$ cat src/design/lcmf_ram.sv
// Generic single-port synchronous RAM with a registered read.
// No dependencies.
`timescale 1ns / 1ps
`default_nettype none
module lcmf_ram #(
  parameter int unsigned Width = 8,
  parameter int unsigned Depth = 16
) (
  input  wire logic                     clk_i,
  input  wire logic                     we_i,
  input  wire logic [$clog2(Depth)-1:0] addr_i,
  input  wire logic [Width-1:0]         wdata_i,
  output logic      [Width-1:0]         rdata_o
);
  logic [Width-1:0] mem [Depth];
  always_ff @(posedge clk_i) begin
    if (we_i) mem[addr_i] <= wdata_i;
    rdata_o <= mem[addr_i];
  end
endmodule
`default_nettype wire

$ cat config.mk
export PLATFORM = sky130hd
export DESIGN_NAME = lcmf_ram
export DESIGN_NICKNAME = d
export VERILOG_FILES = /design/src/design/lcmf_ram.sv
export SDC_FILE = /design/constraint.sdc
export NUM_CORES = 1
export LEC_CHECK = 0
export BUFFER_PORTS_ARGS = -buffer_cell sky130_fd_sc_hd__buf_4
export CORE_MARGIN = 4
export CORE_UTILIZATION = 55
export CTS_CLUSTER_DIAMETER = 30
export DETAILED_ROUTE_END_ITERATION = 10
export PLACE_DENSITY = 0.72
export SLEW_MARGIN = 20
export SYNTH_ARGS = -nofsm -noshare
export SYNTH_HDL_FRONTEND = slang
export SYNTH_SLANG_ARGS = --single-unit
$ cat constraint.sdc
create_clock -name clk_i -period 5.3 [get_ports clk_i]
set_input_delay 0.53 -clock clk_i [delete_from_list [all_inputs] [get_ports clk_i]]
set_output_delay 0.53 -clock clk_i [all_outputs]
set_load 0.02 [all_outputs]
==> summary.txt <==
Synth
  • Main synth FF type: edfxtp_1
  • Yosys warning total: 0
  • Most common cell in the netlist: edfxtp_1
  • Mapped Cells: 230
  • FF+latch count, synth: 136
  • EDFF count, synth: 128
  • Distinct cells, synth: 18
  • Synth cell count leaders: edfxtp_1 (128), mux4_2 (32), a22oi_1 (16), nor2_1 (13), nand2_1 (9)
  • Syn_area_per_cell: 22.0 um^2
  • Cell taking the most area after synthesis: edfxtp_1
  • Top cells by area, synth: edfxtp_1 (76%), mux4_2 (14%), dfxtp_1 (3.2%)
  • Syn_nets: 244
  • Post-Syn Area: 5070 um^2
  • Async SR Flop Fraction: 0
  • Synth top area share: 0.759
  • Sequential area share after synthesis: 0.790

Placed design
  • IO Port Bufs: 21
  • Gp weighted congestion: 0.755
  • Placed cell area: 5310 um^2
  • Placed cells: 349
  • Place WS: 2.82 ns
  • Hpwl dp: 5370 um

Setup path
  • CP arrival: 2.05 ns
  • Crit path launch type: primary input
  • Crit path cell chain: buf_4, nand2_1, nor2_1
  • WP buf/inv: 1
  • CP required: 5.44 ns
  • Crit-path slowest cell: nor2_1
  • Crit path from: addr_i[0]
  • Worst Setup End Kind: register
  • Worst r2r path cells: 3
  • CP delay by family, top: simple AND/OR/NAND/NOR gates
  • CP max stage delay: 0.67 ns
  • Setup slack, reg-to-reg: 3.90 ns
  • Reg2reg end: rdata_o[3]$_DFF_P_
  • Worst R2R Start: mem[2][3]$_DFFE_PP_
  • Max FO, Critical Path: 39
  • Worst Path Class, Setup: primary input to register

Timing
  • Worst setup margin: 3.39 ns
  • TNS Setup: 0 ns
  • Final hold viol count: 0
  • Clk_skew: 0.00693 ns
  • Period utilization: 0.361
  • Max Slew Vio Count: 0
  • Worst-Margin Slew: 0.812 ns
  • FMAX: 523 MHz
  • Post-layout min period: 1.91 ns
  • RSZ-0062 raised after global routing: false
  • Slew HR: 0.457
  • Final setup viols: 0

Layout
  • Area grow syn2layout: 16.7%
  • Post-Layout Cell Count: 381
  • Final design area excluding fillers: 5910 um^2
  • Sequential Area: 4000 um^2
  • Fin nets: 274
  • Filler Cells Inserted: 550
  • Multi-input gate area: 1020 um^2
  • Layout cells sized above 1: 0.322
  • Ant. Diodes: 0

Route
  • Post-DRT Antenna Nets: 0
  • Vias: 2332
  • Drt pass-1 iters: 4
  • First-iteration detailed-routing DRC count: 193
  • Detailed-route wire length: 9470 um
  • DRC Markers: 0
  • Via density: 6.12
  • Average wire per standard cell: 24.9 um

Clock network
  • Clock sink count: 136
  • Clock Path Buffers: 2
  • # hold bufs at CTS: 0
  • Cts bufs inserted: 17
  • CTS Root Cell: clkbuf_8
  • CTS tree: done
  • Worst-Skew Late Latency: 0.51 ns
  • Reg clk slew, reported paths: 0.06 ns
  • PostCTS Resize Cnt: 0
  • Setup Buffers After CTS: 0
  • H-tree depth: 4

Power
  • Leak pwr: 1.91 nW
  • PD cells: 421 nW/um^2
  • Maximum vdd drop: 198 uV

GRT
  • Met2 Use GR: 0.285
  • Gr ovfl total: 0
  • Met3 GRT Util: 0.0559
  • Vias in the first global route: 2473
  • Global-route usage over all layers: 0.192
  • First-pass GRT wire length: 14800 um
  • M1 GR Usage: 0.271
  • Most used routing layer: met2
  • Pin count of the biggest net entering global routing: 40
  • Initial antenna violation count: 0

Floorplanning
  • Die Wd: 104 um
  • Row count: 34
  • Die Area: 10800 um^2
  • Die H: 104 um
  • Starting Density: 0.573
  • # IOs: 22
  • Core area: 8850 um^2

Job
  • Total of max-cap violations: 0

Worst hold path
  • Worst min-delay path class: primary input to register
  • Hold Path End: mem[8][7]$_DFFE_PP_
  • Hold_sp: wdata_i[7]
  • Min-Delay Path Depth: 1

Run status
  • Outcome: finished, final reports clean
## logic make-up (layout without fill, tap and decap cells)
kind of cell / count (synthesis) / in the layout / share of synthesized area
flip-flops: 136 / 136 / 0.790
AND/OR/NAND/NOR: 35 / 35 / 0.0321
multiplexers: 32 / 32 / 0.142
AO/OA/AOI/OAI: 16 / 16 / 0.0237
buffers and inverters: 11 / 54 / 0.0119
## metal layers
| layer | vias to the layer above | part of all wire |
|---|---|---|
| met2 | 86 | 0.49 |
| met1 | 1211 | 0.42 |
| met4 | 0 | 0.019 |
| met3 | 12 | 0.071 |
| li1 | 1023 | - |
| met5 | - | 0 |
## layout by cell type, fill, tap and decap left out
| master | n |
|---|---|
| a22oi_1 | 16 |
| and2_1 | 1 |
| buf_4 | 22 |
| bufinv_16 | 3 |
| clkbuf_1 | 1 |
| clkbuf_16 | 16 |
| clkbuf_8 | 1 |
| clkinv_1 | 1 |
| clkinv_4 | 1 |
| clkinvlp_4 | 6 |
| dfxtp_1 | 8 |
| edfxtp_1 | 128 |
| inv_6 | 3 |
| mux4_2 | 32 |
| nand2_1 | 9 |
| nand2b_1 | 2 |
| nand3_1 | 1 |
| nand3b_1 | 2 |
| nor2_1 | 13 |
| nor2b_1 | 2 |
| nor3_1 | 1 |
| nor3_2 | 3 |
| or3b_2 | 1 |
## power breakdown
part | internal, W | switching, W | leakage [nW]
Combinational | 0.0000498 | 0.0000736 | 0.419
Clock | 0.000719 | 0.000437 | 0.268
Sequential | 0.00120 | 0.00000676 | 1.22
## how the worst max path moves through the flow
stage,slack [ns],endpoint,cells after the start
4_1_cts,3.32,mem[0][2]$_DFFE_PP_,3
3_3_place_gp,2.87,mem[0][0]$_DFFE_PP_,3
6_report,3.39,mem[3][2]$_DFFE_PP_,3
5_1_grt,3.24,mem[3][6]$_DFFE_PP_,3
2_1_floorplan,3.28,mem[0][0]$_DFFE_PP_,2
3_5_place_dp,2.82,mem[0][0]$_DFFE_PP_,3
## metrics by stage
step / hold slack [ns] / util / power (W)
2_1_floorplan: 0.629 / - / 0.00130
3_3_place_gp: 0.673 / 0.600 / 0.00135
3_5_place_dp: 0.687 / 0.600 / 0.00135
4_1_cts: 0.334 / 0.667 / 0.00250
5_1_grt: 0.343 / 0.668 / 0.00257
6_report: 0.351 / 0.668 / 0.00249
## state kept, by name, summed over array words and instances, names as in the netlist
name / flops
mem: 128
rdata_o: 8
## area by class of cell
cell class / count / share of cell area
clock buffer: 18 / 0.0707
clock inverter: 14 / 0.0294
multi-input combinational: 83 / 0.172
sequential: 136 / 0.677
tap: 108 / 0.0228
timing repair buffer: 22 / 0.0279
Note: power is estimated with default switching activity, not from simulation.
